==> config.mk <==
export PLATFORM = sky130hd
export DESIGN_NAME = mine_neighborhood_safe_count
export DESIGN_NICKNAME = d
export VERILOG_FILES = /design/src/rtl/msc_pkg.sv /design/src/rtl/msc_front.sv /design/src/rtl/msc_queue.sv /design/src/rtl/msc_back.sv /design/src/rtl/mine_neighborhood_safe_count.sv
export SDC_FILE = /design/constraint.sdc
export NUM_CORES = 1
export LEC_CHECK = 0
export BUFFER_PORTS_ARGS = -buffer_cell sky130_fd_sc_hd__buf_2
export CAP_MARGIN = 10
export CORE_MARGIN = 4
export CORE_UTILIZATION = 40
export DETAILED_ROUTE_END_ITERATION = 16
export SLEW_MARGIN = 20
export SYNTH_ARGS = -nofsm -noshare
export SYNTH_HDL_FRONTEND = slang
export SYNTH_SLANG_ARGS = --single-unit
==> constraint.sdc <==
create_clock -name i_clk -period 3.83 [get_ports i_clk]
set_input_delay 0.1915 -clock i_clk [delete_from_list [all_inputs] [get_ports i_clk]]
set_output_delay 0.1915 -clock i_clk [all_outputs]
set_load 0.05 [all_outputs]
==> src/rtl/msc_pkg.sv <==
// Shared types and constants for the mine neighborhood safe-cell counter.
package msc_pkg;

    localparam int MAX_SIDE_DEFAULT = 128;
    localparam int SIDE_W           = 8;
    localparam int SAFE_W           = 15;
    localparam int QUEUE_DEPTH      = 4;
    localparam int PADDR_W          = 3;
    localparam int PDATA_W          = 32;

    localparam logic [SIDE_W-1:0] SIDE_RESET = 8'd5;

    // Register index as seen on paddr[2].
    localparam logic REG_SIDE_LENGTH = 1'b0;

    typedef struct packed {
        logic mine;
        logic fin;
        logic prev;
        logic use_cur;
        logic use_p2;
        logic board_last;
    } t_op_flags;

    localparam int FLAGS_W = $bits(t_op_flags);

    typedef enum logic [2:0] {
        BK_RUN,
        BK_TAIL,
        BK_FLUSH,
        BK_DRAIN,
        BK_DONE
    } t_back_state;

endpackage

==> src/rtl/msc_front.sv <==
// Front end: accepts cells, tracks the board position and classifies each item.
module msc_front import msc_pkg::*; #(
    parameter int COL_W = 7
) (
    input  logic              i_clk,
    input  logic              i_rst_n,
    input  logic              i_valid,
    input  logic              i_has_mine,
    output logic              o_ready,
    input  logic [COL_W-1:0]  i_last,
    input  logic              i_restart,
    input  logic              i_q_full,
    output logic              o_push,
    output t_op_flags         o_flags,
    output logic [COL_W-1:0]  o_fin_col
);

    logic [COL_W-1:0] r_col;
    logic [COL_W-1:0] r_row;
    logic [COL_W-1:0] n_col;
    logic [COL_W-1:0] n_row;
    logic             col_nz;
    logic             row_nz;
    logic             col_end;
    logic             row_end;
    logic             accept;

    assign o_ready = !i_q_full;
    assign accept  = i_valid && !i_q_full;
    assign o_push  = accept;

    assign col_nz  = (r_col != '0);
    assign row_nz  = (r_row != '0);
    assign col_end = (r_col == i_last);
    assign row_end = (r_row == i_last);

    always_comb begin
        o_flags.mine       = i_has_mine;
        o_flags.fin        = col_nz || row_nz;
        o_flags.use_cur    = col_nz;
        o_flags.board_last = col_end && row_end;
        if (col_nz) begin
            o_flags.prev   = row_nz;
            o_flags.use_p2 = (r_col > COL_W'(1));
            o_fin_col      = r_col - COL_W'(1);
        end else begin
            o_flags.prev   = (r_row > COL_W'(1));
            o_flags.use_p2 = (i_last != '0);
            o_fin_col      = i_last;
        end
    end

    always_comb begin
        n_col = r_col;
        n_row = r_row;
        if (i_restart) begin
            n_col = '0;
            n_row = '0;
        end else if (accept) begin
            if (col_end) begin
                n_col = '0;
                n_row = row_end ? '0 : r_row + COL_W'(1);
            end else begin
                n_col = r_col + COL_W'(1);
            end
        end
    end

    always_ff @(posedge i_clk) begin
        if (!i_rst_n) begin
            r_col <= '0;
            r_row <= '0;
        end else begin
            r_col <= n_col;
            r_row <= n_row;
        end
    end

endmodule

==> src/rtl/msc_queue.sv <==
// Small first-in first-out queue between the front end and the back end.
module msc_queue import msc_pkg::*; #(
    parameter int DATA_W = 8,
    parameter int DEPTH  = QUEUE_DEPTH
) (
    input  logic              i_clk,
    input  logic              i_rst_n,
    input  logic              i_push,
    input  logic [DATA_W-1:0] i_data,
    output logic              o_full,
    input  logic              i_pop,
    output logic              o_valid,
    output logic [DATA_W-1:0] o_data
);

    localparam int PTR_W = (DEPTH > 1) ? $clog2(DEPTH) : 1;
    localparam int CNT_W = $clog2(DEPTH + 1);

    logic [DATA_W-1:0] r_mem [DEPTH];
    logic [PTR_W-1:0]  r_wptr;
    logic [PTR_W-1:0]  r_rptr;
    logic [CNT_W-1:0]  r_count;
    logic              do_push;
    logic              do_pop;

    assign o_full  = (r_count == CNT_W'(DEPTH));
    assign o_valid = (r_count != '0);
    assign o_data  = r_mem[r_rptr];
    assign do_push = i_push && !o_full;
    assign do_pop  = i_pop && o_valid;

    always_ff @(posedge i_clk) begin
        if (do_push) begin
            r_mem[r_wptr] <= i_data;
        end
    end

    always_ff @(posedge i_clk) begin
        if (!i_rst_n) begin
            r_wptr  <= '0;
            r_rptr  <= '0;
            r_count <= '0;
        end else begin
            if (do_push) begin
                r_wptr <= (r_wptr == PTR_W'(DEPTH - 1)) ? '0 : r_wptr + PTR_W'(1);
            end
            if (do_pop) begin
                r_rptr <= (r_rptr == PTR_W'(DEPTH - 1)) ? '0 : r_rptr + PTR_W'(1);
            end
            if (do_push && !do_pop) begin
                r_count <= r_count + CNT_W'(1);
            end else if (do_pop && !do_push) begin
                r_count <= r_count - CNT_W'(1);
            end
        end
    end

endmodule

==> src/rtl/msc_back.sv <==
// Back end: column store, neighborhood judging, final-row flush and result register.
module msc_back import msc_pkg::*; #(
    parameter int MAX_SIDE = MAX_SIDE_DEFAULT,
    parameter int COL_W    = 7
) (
    input  logic              i_clk,
    input  logic              i_rst_n,
    input  logic              i_q_valid,
    input  t_op_flags         i_flags,
    input  logic [COL_W-1:0]  i_fin_col,
    output logic              o_pop,
    input  logic [COL_W-1:0]  i_last,
    input  logic              i_restart,
    output logic              o_valid,
    input  logic              i_ready,
    output logic [SAFE_W-1:0] o_safe_count
);

    // Each column entry holds the row-wise OR of the newest row and the OR of the two newest.
    logic [1:0]        r_mem [MAX_SIDE];
    logic [1:0]        r_rdata;
    logic              r_fwd;
    logic [1:0]        r_fwd_data;

    t_back_state       r_state;
    t_back_state       n_state;
    logic [COL_W-1:0]  r_fcol;
    logic              r_p1;
    logic              r_p2;

    logic              r_b_valid;
    logic [COL_W-1:0]  r_b_addr;
    logic              r_b_h;
    logic              r_b_prev;
    logic              r_b_flush;

    logic [SAFE_W-1:0] r_total;
    logic              r_ovalid;
    logic [SAFE_W-1:0] r_out;

    logic              a_valid;
    logic [COL_W-1:0]  a_addr;
    logic              a_h;
    logic              a_prev;
    logic              a_flush;
    logic              emit;

    logic [1:0]        entry;
    logic              a_old;
    logic              b_old;
    logic              wr_en;
    logic [1:0]        wr_data;
    logic              safe_inc;

    always_comb begin
        n_state = r_state;
        unique case (r_state)
            BK_RUN: begin
                if (i_q_valid && i_flags.board_last) begin
                    n_state = BK_TAIL;
                end
            end
            BK_TAIL: begin
                n_state = BK_FLUSH;
            end
            BK_FLUSH: begin
                if (r_fcol == i_last) begin
                    n_state = BK_DRAIN;
                end
            end
            BK_DRAIN: begin
                n_state = BK_DONE;
            end
            BK_DONE: begin
                if (!r_ovalid || i_ready) begin
                    n_state = BK_RUN;
                end
            end
            default: begin
                n_state = BK_RUN;
            end
        endcase
    end

    always_comb begin
        o_pop   = 1'b0;
        a_valid = 1'b0;
        a_addr  = i_fin_col;
        a_h     = 1'b0;
        a_prev  = 1'b0;
        a_flush = 1'b0;
        emit    = 1'b0;
        unique case (r_state)
            BK_RUN: begin
                o_pop   = i_q_valid;
                a_valid = i_q_valid && i_flags.fin;
                a_addr  = i_fin_col;
                a_h     = (i_flags.use_cur & i_flags.mine) | r_p1 | (i_flags.use_p2 & r_p2);
                a_prev  = i_flags.prev;
            end
            BK_TAIL: begin
                a_valid = 1'b1;
                a_addr  = i_last;
                a_h     = r_p1 | ((i_last != '0) & r_p2);
                a_prev  = (i_last != '0);
            end
            BK_FLUSH: begin
                a_valid = 1'b1;
                a_addr  = r_fcol;
                a_prev  = 1'b1;
                a_flush = 1'b1;
            end
            BK_DRAIN: begin
            end
            BK_DONE: begin
                emit = !r_ovalid || i_ready;
            end
            default: begin
            end
        endcase
    end

    assign entry    = r_fwd ? r_fwd_data : r_rdata;
    assign a_old    = r_b_prev & entry[1];
    assign b_old    = r_b_prev & entry[0];
    assign wr_en    = r_b_valid && !r_b_flush;
    assign wr_data  = {r_b_h, a_old | r_b_h};
    assign safe_inc = r_b_valid && r_b_prev && !(b_old || r_b_h);

    always_ff @(posedge i_clk) begin
        if (wr_en) begin
            r_mem[r_b_addr] <= wr_data;
        end
        if (a_valid) begin
            r_rdata <= r_mem[a_addr];
        end
    end

    always_ff @(posedge i_clk) begin
        r_fwd_data <= wr_data;
        r_b_addr   <= a_addr;
        r_b_h      <= a_h;
        r_b_prev   <= a_prev;
        r_b_flush  <= a_flush;
        r_out      <= emit ? r_total : r_out;
        if (o_pop) begin
            r_p2 <= r_p1;
            r_p1 <= i_flags.mine;
        end
    end

    always_ff @(posedge i_clk) begin
        if (!i_rst_n) begin
            r_state   <= BK_RUN;
            r_fcol    <= '0;
            r_fwd     <= 1'b0;
            r_b_valid <= 1'b0;
            r_total   <= '0;
            r_ovalid  <= 1'b0;
        end else begin
            r_state   <= n_state;
            r_fwd     <= a_valid && wr_en && (r_b_addr == a_addr);
            r_b_valid <= a_valid;
            if (r_state == BK_TAIL) begin
                r_fcol <= '0;
            end else if (r_state == BK_FLUSH) begin
                r_fcol <= r_fcol + COL_W'(1);
            end
            if (i_restart || emit) begin
                r_total <= '0;
            end else if (safe_inc) begin
                r_total <= r_total + SAFE_W'(1);
            end
            if (emit) begin
                r_ovalid <= 1'b1;
            end else if (i_ready) begin
                r_ovalid <= 1'b0;
            end
        end
    end

    assign o_valid      = r_ovalid;
    assign o_safe_count = r_out;

endmodule

==> src/rtl/mine_neighborhood_safe_count.sv <==
// Top level of the mine neighborhood safe-cell counter with its register port.
// Throughput: one cell per cycle while streaming a board. The flush after a board's last cell
// holds the back end, so up to four later cells queue and then input stalls. The flush walks
// each column of the effective side, where zero counts as one and above MAX_SIDE as MAX_SIDE;
// the count is then registered once the result register is free.
// Reset (synchronous, active low) sets side_length to 5 and empties the queue; writes restart.
module mine_neighborhood_safe_count import msc_pkg::*; #(
    parameter int MAX_SIDE = MAX_SIDE_DEFAULT
) (
    input  logic               i_clk,
    input  logic               i_rst_n,
    input  logic               i_valid,
    output logic               o_ready,
    input  logic               i_has_mine,
    output logic               o_valid,
    input  logic               i_ready,
    output logic [SAFE_W-1:0]  o_safe_count,
    input  logic               psel,
    input  logic               penable,
    input  logic               pwrite,
    input  logic [PADDR_W-1:0] paddr,
    input  logic [PDATA_W-1:0] pwdata,
    output logic [PDATA_W-1:0] prdata,
    output logic               pready
);

    localparam int COL_W = (MAX_SIDE > 1) ? $clog2(MAX_SIDE) : 1;

    logic [SIDE_W-1:0] r_side;
    logic [COL_W-1:0]  last_idx;
    logic              cfg_wr;
    logic              q_full;
    logic              q_valid;
    logic              push;
    logic              pop;
    t_op_flags         push_flags;
    logic [COL_W-1:0]  push_col;
    logic [FLAGS_W+COL_W-1:0] head_data;
    t_op_flags         head_flags;
    logic [COL_W-1:0]  head_col;

    assign pready = 1'b1;
    assign cfg_wr = psel && penable && pwrite && (paddr[2] == REG_SIDE_LENGTH);
    assign prdata = (paddr[2] == REG_SIDE_LENGTH) ? {{(PDATA_W-SIDE_W){1'b0}}, r_side} : '0;

    assign head_flags = head_data[FLAGS_W+COL_W-1:COL_W];
    assign head_col   = head_data[COL_W-1:0];

    always_ff @(posedge i_clk) begin
        if (!i_rst_n) begin
            r_side <= SIDE_RESET;
        end else if (cfg_wr) begin
            r_side <= pwdata[SIDE_W-1:0];
        end
    end

    always_comb begin
        if (r_side == '0) begin
            last_idx = '0;
        end else if (32'(r_side) > 32'(MAX_SIDE)) begin
            last_idx = COL_W'(MAX_SIDE - 1);
        end else begin
            last_idx = COL_W'(32'(r_side) - 32'd1);
        end
    end

    msc_front #(
        .COL_W (COL_W)
    ) u_front (
        .i_clk      (i_clk),
        .i_rst_n    (i_rst_n),
        .i_valid    (i_valid),
        .i_has_mine (i_has_mine),
        .o_ready    (o_ready),
        .i_last     (last_idx),
        .i_restart  (cfg_wr),
        .i_q_full   (q_full),
        .o_push     (push),
        .o_flags    (push_flags),
        .o_fin_col  (push_col)
    );

    msc_queue #(
        .DATA_W (FLAGS_W + COL_W),
        .DEPTH  (QUEUE_DEPTH)
    ) u_queue (
        .i_clk   (i_clk),
        .i_rst_n (i_rst_n),
        .i_push  (push),
        .i_data  ({push_flags, push_col}),
        .o_full  (q_full),
        .i_pop   (pop),
        .o_valid (q_valid),
        .o_data  (head_data)
    );

    msc_back #(
        .MAX_SIDE (MAX_SIDE),
        .COL_W    (COL_W)
    ) u_back (
        .i_clk        (i_clk),
        .i_rst_n      (i_rst_n),
        .i_q_valid    (q_valid),
        .i_flags      (head_flags),
        .i_fin_col    (head_col),
        .o_pop        (pop),
        .i_last       (last_idx),
        .i_restart    (cfg_wr),
        .o_valid      (o_valid),
        .i_ready      (i_ready),
        .o_safe_count (o_safe_count)
    );

endmodule

==> impl_summary.log, run 1 <==
INFO  metric status = finished clean
INFO  metric synth_edf_count = 327
INFO  metric min_period_over_period = 93.7%
INFO  metric pleak = 0.00684 uW
INFO  metric inserted_clock_buffers = 43
INFO  metric worst_path_cell_with_the_longest_stage_delay = sky130_fd_sc_hd__nor3_1
INFO  metric global_route.overflow_total = 0
INFO  metric final.setup.tns = 0 ns
INFO  metric wirelength = 41.9 mm
INFO  metric synth_cell_types = 88
INFO  metric drc_errors = 0
INFO  metric fp-row-count = 76
INFO  metric post_cts_resized = 0
INFO  metric fin_skew = 0.0238 ns
INFO  metric avgSynthCellArea = 12.6 um^2
INFO  metric via_per_inst = 5.38
INFO  metric required = 4.22 ns
INFO  metric clk_transition_reported_paths = 0.06 ns
INFO  metric fin_nets = 1542
INFO  metric worst_path_largest_cell_delay = 0.47 ns
INFO  metric cap_violations = 0
INFO  metric fmax = 279 MHz
INFO  metric htreeDepth = 2
INFO  metric report.final.slew_viol_count = 0
INFO  metric worst_setup_slack_final = 0.240 ns
INFO  metric timing.hold.worst.class = input pin to flop
INFO  metric clockRootBuffer = sky130_fd_sc_hd__clkbuf_16
INFO  metric synthCells = 1397
INFO  metric power.ir.vdd_worst = 0.000521 V
INFO  metric timing.final.hold_violations = 0
INFO  metric gr-usage-all-layers = 17.6%
INFO  metric tritoncts = built
INFO  metric die_area = 47600 um^2
INFO  metric postCtsSetupRepairBufs = 0
INFO  metric grt_pass1_vias = 11300
INFO  metric drt_first_pass_iters = 6
INFO  metric final_layout_size_suffix_gt1_share = 16.0%
INFO  metric rsz0062_at_grt = no
INFO  metric worst_setup_path_start_kind = flop
INFO  metric antenna_cells_inserted = 0
INFO  metric wire_length_of_the_first_global_routing_pass = 65.5 mm
INFO  metric syn-cell-area = 17700 um^2
INFO  metric detailedPlacementHpwl = 27.2 mm
INFO  metric chipWidth = 218 um
INFO  metric detail_route.wl_per_cell = 20.0 um
INFO  metric synth_top_cell_area_share = 55.6%
INFO  metric max-slew-margin-rel = 32.1%
INFO  metric clk-insertion-delay-late = 0.57 ns
INFO  metric post_synth_main_area_contributors = sky130_fd_sc_hd__edfxtp_1 56%, sky130_fd_sc_hd__dfxtp_1 8.0%, sky130_fd_sc_hd__mux4_2 4.2%
INFO  metric synth_seq_area_share = 63.6%
INFO  metric max_slew.worst_pin.slew = 1.02 ns
INFO  metric clock-sinks = 398
INFO  metric area.growth.synth_to_final = 14.6%
INFO  metric finalPower = 16000 uW
INFO  metric pin_count_of_the_biggest_net_entering_global_routing = 82
INFO  metric ys.warnings.count = 0
INFO  metric die_y = 218 um
INFO  metric buffer_ports.inserted = 41
INFO  metric place_worst_setup_slack = 0.284 ns
INFO  metric synth.largest_area_cell = sky130_fd_sc_hd__edfxtp_1
INFO  metric cts_max_path_buffers = 3
INFO  metric path_class = flop to flop
INFO  metric timing.critical_path.mode_cell = sky130_fd_sc_hd__inv_1
INFO  metric ctsHoldBuffers = 11
INFO  metric worst-r2r-cell-count = 12
INFO  metric grt_antenna_before_repair = 0
INFO  metric place.gp.congestion = 0.842
INFO  metric drt_iter0_markers = 995
INFO  metric detail-route-antenna-nets = 0
INFO  metric final-setup-viol-count = 0
INFO  metric power.density = 792 nW/um^2
INFO  metric cp_max_fo = 10
INFO  metric number_of_primary_i_o_pins = 93
INFO  metric num_vias = 11300
INFO  metric synth_ff_type = sky130_fd_sc_hd__edfxtp_1
INFO  metric crit_path_end_kind = flop
INFO  metric starting_density_of_the_core = 40.7%
INFO  metric critPathArrivalTime = 3.98 ns
INFO  metric hold_path_depth = 2
INFO  metric synth_async_sr_flop_share = 0%
INFO  metric yosys_register_bits = 398
INFO  metric timing.critical_path.cells = inv_1 > ha_1 > o31a_1 > o32a_1 > o21ai_1 > a21bo_2 > inv_1 > buf_4 > nor3_1 > a22oi_1 > a311o_1 > o311ai_1
INFO  metric finalCriticalPeriod = 3.59 ns
INFO  metric core-area = 43400 um^2
-- path summary, 6_finish.rpt --
path | from | end | slack [ns]
setup / recovery | r_side[0] | u_back.r_rdata[1] | 0.24
hold / removal | i_rst_n | r_side[0] | 0.04
setup reg to reg | r_side[0] | u_back.r_rdata[1] | 0.24
hold reg to reg | u_back.r_total[14] | u_back.o_safe_count[14] | 0.47
-- power breakdown --
part	switching, uW	leakage [uW]	internal (uW)	total, uW
sequential	303	0.00352	5370	5680
clock	1670	0.000688	2490	4160
combinational	3880	0.00263	2310	6190
-- critical path: cells and delay by family (launching register included) --
kind / cells / cell delay, ns
compound gates: 7 / 1.67
fa+ha+maj: 1 / 0.31
flops: 1 / 0.39
simple gates: 1 / 0.47
buf+inv: 3 / 0.57
-- synthesized netlist by cell type (all sizes together), types with 9 or more instances --
cell     instances
edfxtp         327
nor2           190
nand2          143
dfxtp           71
buf             61
a21oi           54
clkbuf          41
nand3           38
mux2i           34
xor2            34
mux4            33
o21ai           33
nor2b           26
inv             23
nor3            23
xnor2           23
a211oi          20
and3            19
nand4           18
ha              16
a21boi          11
mux2            10
a2111oi          9
nor4             9
-- state kept, by name, indices dropped and copies added (netlist names), 2 cells and up, named ones only --
| register | count |
|---|---|
| u_queue.r_wptr | 2 |
| u_back.r_state | 3 |
| u_back.r_rdata | 2 |
| u_queue.r_mem | 52 |
| u_back.r_total | 15 |
| u_queue.r_count | 3 |
| u_front.r_col | 7 |
| u_queue.r_rptr | 2 |
| u_front.r_row | 7 |
| u_back.r_b_addr | 7 |
| u_back.o_safe_count | 15 |
| u_back.r_fwd_data | 2 |
| u_back.r_mem | 256 |
| r_side | 8 |
| u_back.r_fcol | 7 |
-- metal layers --
metal  wire length [um]  part of all wire (%)  vias to the layer above  global-route usage, %
met5                  0                     0                        -                      0
met4                896                   2.1                        0                   5.01
met3               2420                   5.8                       64                   3.32
met2              20200                    48                      322                   28.8
met1              18400                    44                     5608                   24.2
li1                   -                     -                     5309                      -
-- kinds of logic after synthesis --
logic type / Yosys count / share of synthesized area, %
AO/OA/AOI/OAI: 205 / 8.13
adder cells (fa/ha/maj): 17 / 1.25
XOR/XNOR: 57 / 2.83
flip-flops: 398 / 63.6
other: 2 / 0.0425
AND/OR/NAND/NOR: 514 / 13.5
buffers and inverters: 127 / 3.80
multiplexers: 77 / 6.79
-- area by class of cell --
cell class	count	area [um^2]
clock buffers	57	1170
well taps	585	732
fillers	3926	23100
clock inverters	22	244
flip-flops and latches	398	11200
repair buffers	119	893
multi-input cells	895	5850
inverters	25	98.8
-- through the flow --
stage / instances / utilization (%) / hold slack, ns / cell area [um^2]
after global routing: 2101 / 46.7 / 0.0530 / 20200
after CTS: 2101 / 46.7 / 0.0175 / 20200
final: 2101 / 46.7 / 0.0399 / 20200
after floorplan: 1420 / - / 0.290 / 17700
after global placement: 2011 / 43.1 / 0.417 / 18700
after detailed placement: 2011 / 43.1 / 0.417 / 18700
-- cell usage in the layout, fill, tap and decap left out, types with 16 or more instances in the layout --
cell type	Yosys	routed
sky130_fd_sc_hd__a211oi_1	20	20
sky130_fd_sc_hd__dfxtp_1	71	70
sky130_fd_sc_hd__nor2b_1	26	26
sky130_fd_sc_hd__buf_2	18	41
sky130_fd_sc_hd__xnor2_1	23	23
sky130_fd_sc_hd__edfxtp_1	327	327
sky130_fd_sc_hd__inv_1	21	21
sky130_fd_sc_hd__and3_1	19	19
sky130_fd_sc_hd__conb_1	2	25
sky130_fd_sc_hd__nand4_1	18	18
sky130_fd_sc_hd__a21oi_1	54	54
sky130_fd_sc_hd__nand3_1	38	38
sky130_fd_sc_hd__mux2i_1	34	34
sky130_fd_sc_hd__nand2_1	142	142
sky130_fd_sc_hd__buf_4	27	61
sky130_fd_sc_hd__nor2_1	188	188
sky130_fd_sc_hd__mux4_2	33	33
sky130_fd_sc_hd__o21ai_0	28	28
sky130_fd_sc_hd__ha_1	16	16
sky130_fd_sc_hd__xor2_1	34	34
sky130_fd_sc_hd__clkbuf_16	0	43
sky130_fd_sc_hd__nor3_1	23	22
Power figures use the tool's default switching activity.
==> run 2: changes to the inputs <==
Settings changed: CORE_MARGIN 4 to 2.
==> run 2 against run 1 <==
Against the previous run: count of clock-buffer cells in the layout grew 1; non-clock buffer count fell by 13; sequential share of layout area up 0.32 points; cell count is 0.67% lower; total power down 0.74%; maximum frequency up 1.2%; worst setup slack gained 0.043 ns; highest routed layer unchanged.
==> impl_summary.log, run 2 (same netlist as run 1, synthesis figures left out) <==
INFO  metric global_route.overflow_total = 0 (unchanged)
INFO  metric power.density = 791 nW/um^2 (was 792 nW/um^2)
INFO  metric area.growth.synth_to_final = 13.9% (was 14.6%)
INFO  metric clockRootBuffer = sky130_fd_sc_hd__clkbuf_16 (unchanged)
INFO  metric intPower = 10100 uW (was 10200 uW)
INFO  metric drt_iter0_markers = 923 (was 995)
INFO  metric crit_path_end_kind = flop (unchanged)
INFO  metric chipWidth = 214 um (was 218 um)
INFO  metric grt_pass1_vias = 11300 (about the same)
INFO  metric clk_transition_reported_paths = 0.06 ns (about the same)
INFO  metric clock-sinks = 398 (unchanged)
INFO  metric starting_density_of_the_core = 40.7% (unchanged)
INFO  metric worst-r2r-cell-count = 12 (unchanged)
INFO  metric die_area = 45900 um^2 (was 47600 um^2)
INFO  metric switching_share = 36.8% (was 36.5%)
INFO  metric final_cells = 2087 (was 2101)
INFO  metric drc_errors = 0 (unchanged)
INFO  metric critPathArrivalTime = 3.94 ns (was 3.98 ns)
INFO  metric p_switching = 5850 uW (about the same)
INFO  metric postCtsSetupRepairBufs = 0 (unchanged)
INFO  metric detailedPlacementHpwl = 26.9 mm (was 27.2 mm)
INFO  metric worst_path_largest_cell_delay = 0.49 ns (was 0.47 ns)
INFO  metric fin_skew = 0.0120 ns (was 0.0238 ns)
INFO  metric final.setup.tns = 0 ns (unchanged)
INFO  metric finalCriticalPeriod = 3.55 ns (was 3.59 ns)
INFO  metric report.final.slew_viol_count = 0 (unchanged)
INFO  metric fmax = 282 MHz (was 279 MHz)
INFO  metric share_comb_of_total_power = 38.7% (was 38.6%)
INFO  metric num_vias = 11300 (about the same)
INFO  metric worst_setup_slack_final = 0.284 ns (was 0.240 ns)
INFO  metric inserted_clock_buffers = 43 (unchanged)
INFO  metric power.clock.fraction = 25.6% (was 25.9%)
INFO  metric rsz0062_at_grt = no (unchanged)
INFO  metric detail_route.wl_per_cell = 20.0 um (about the same)
INFO  metric drt_first_pass_iters = 5 (was 6)
INFO  metric fp-row-count = 76 (unchanged)
INFO  metric timing.hold.worst.class = input pin to flop (unchanged)
INFO  metric max-slew-margin-rel = 29.3% (was 32.1%)
INFO  metric grt_antenna_before_repair = 0 (unchanged)
INFO  metric path_class = flop to flop (unchanged)
INFO  metric min_period_over_period = 92.6% (was 93.7%)
INFO  metric detail-route-antenna-nets = 0 (unchanged)
INFO  metric core-area = 43400 um^2 (unchanged)
INFO  metric antenna_cells_inserted = 0 (unchanged)
INFO  metric power.share.sequential = 35.6% (was 35.4%)
INFO  metric cts_max_path_buffers = 3 (unchanged)
INFO  metric via_per_inst = 5.44 (was 5.38)
INFO  metric timing.critical_path.cells = inv_1 > ha_1 > nor2b_1 > a22oi_1 > o22ai_2 > a211o_1 > buf_4 > nor2_1 > o311ai_0 > a211oi_1 > nor4_2 > o221ai_1 (was inv_1 > ha_1 > o31a_1 > o32a_1 > o21ai_1 > a21bo_2 > inv_1 > buf_4 > nor3_1 > a22oi_1 > a311o_1 > o311ai_1)
INFO  metric fin_nets = 1529 (was 1542)
INFO  metric pleak = 0.00676 uW (was 0.00684 uW)
INFO  metric required = 4.22 ns (about the same)
INFO  metric hold_path_depth = 2 (unchanged)
INFO  metric tritoncts = built (unchanged)
INFO  metric cap_violations = 0 (unchanged)
INFO  metric wirelength = 41.8 mm (was 41.9 mm)
INFO  metric status = finished clean (unchanged)
INFO  metric largestRegisters = u_back.r_mem x256, u_queue.r_mem x52 (unchanged)
INFO  metric final_util = 46.4% (was 46.7%)
INFO  metric registers.top_by_ff_count = u_back.r_mem (unchanged)
INFO  metric wire_length_of_the_first_global_routing_pass = 65.0 mm (was 65.5 mm)
INFO  metric gr-usage-all-layers = 18.1% (was 17.6%)
INFO  metric htreeDepth = 2 (unchanged)
INFO  metric place.gp.congestion = 0.837 (was 0.842)
INFO  metric worst_path_cell_with_the_longest_stage_delay = sky130_fd_sc_hd__nor2_1 (was sky130_fd_sc_hd__nor3_1)
INFO  metric cp_max_fo = 11 (was 10)
INFO  metric largest_register_ff_count = 256 (unchanged)
INFO  metric final-setup-viol-count = 0 (unchanged)
INFO  metric timing.final.hold_violations = 0 (unchanged)
INFO  metric place_worst_setup_slack = 0.256 ns (was 0.284 ns)
INFO  metric power.ir.vdd_worst = 0.000457 V (was 0.000521 V)
INFO  metric clk-insertion-delay-late = 0.56 ns (was 0.57 ns)
INFO  metric max_slew.worst_pin.slew = 1.06 ns (was 1.02 ns)
INFO  metric number_of_primary_i_o_pins = 93 (unchanged)
INFO  metric worst_setup_path_start_kind = flop (unchanged)
INFO  metric pin_count_of_the_biggest_net_entering_global_routing = 81 (was 82)
INFO  metric buffer_ports.inserted = 41 (unchanged)
INFO  metric layout.cells.most_common_list = 327 x sky130_fd_sc_hd__edfxtp_1, 188 x sky130_fd_sc_hd__nor2_1, 142 x sky130_fd_sc_hd__nand2_1 (unchanged)
INFO  metric mostFrequentLayoutCell = sky130_fd_sc_hd__edfxtp_1 (unchanged)
INFO  metric numPlacedInstances = 1999 (was 2011)
INFO  metric final_layout_size_suffix_gt1_share = 14.9% (was 16.0%)
INFO  metric die_y = 214 um (was 218 um)
[run 2: changes by cell type in the layout (fill, tap and decap cells not counted), moves of 2 or more]
cell | previous run | this run
sky130_fd_sc_hd__buf_4 | 61 | 48
sky130_fd_sc_hd__clkinv_1 | 8 | 13
sky130_fd_sc_hd__clkbuf_8 | 4 | 1
sky130_fd_sc_hd__inv_6 | 3 | 0
sky130_fd_sc_hd__clkbuf_1 | 10 | 12
sky130_fd_sc_hd__clkbuf_16 | 43 | 45
sky130_fd_sc_hd__clkinv_2 | 6 | 4
[run 2: metrics by stage]
step                area [um^2]  power, uW  hold WS [ns]
global placement          18600      11800         0.408
global route              20100      16700        0.0510
floorplan                 17700       9800         0.290
detailed placement        18600      11900         0.422
CTS                       20100      16000        0.0246
finish                    20100      15900        0.0413
[run 2: layer usage]
metal / routed length [um] / track usage, % / up-vias
li1: - / - / 5283
met1: 18400 / 24.4 / 5680
met2: 20200 / 29.9 / 307
met3: 2100 / 3.11 / 77
met4: 1180 / 5.90 / 0
met5: 0 / 0 / -
[run 2: cell type report]
| class | count | area, um^2 |
|---|---|---|
| Clock buffer | 58 | 1180 |
| Clock inverter | 20 | 189 |
| Fill cell | 3888 | 23200 |
| Inverter | 25 | 98.8 |
| Multi-Input combinational cell | 895 | 5860 |
| Sequential cell | 398 | 11200 |
| Tap cell | 585 | 732 |
| Timing Repair Buffer | 106 | 806 |
[run 2: timing repair]
item	4_1_cts	5_1_grt
hold buffers	10	0
setup endpoints to repair	0	1
hold endpoints to repair	14	0
gates resized for setup	0	1
[run 2: worst paths after layout]
kind,slack [ns],from,end
worst max register to register,0.28,r_side[0],u_back.r_rdata[0]
worst min register to register,0.47,u_back.r_p1,u_back.r_p2
worst min-delay path,0.04,i_rst_n,r_side[2]
worst max-delay path,0.28,r_side[0],u_back.r_rdata[0]
[run 2: power by group through the flow]
stage          Combinational (uW)  Clock, uW  Sequential [uW]
2_1_floorplan                4130          0             5670
3_3_place_gp                 6090          0             5750
3_5_place_dp                 6140          0             5760
4_1_cts                      6170       4160             5670
5_1_grt                      6630       4330             5710
6_report                     6160       4080             5670
[run 2: critical path, delay by kind of cell (launching register included)]
kind            cells  cell delay, ns
flops               1            0.40
buf+inv             2            0.36
fa+ha+maj           1            0.25
simple gates        3            0.78
compound gates      6            1.60
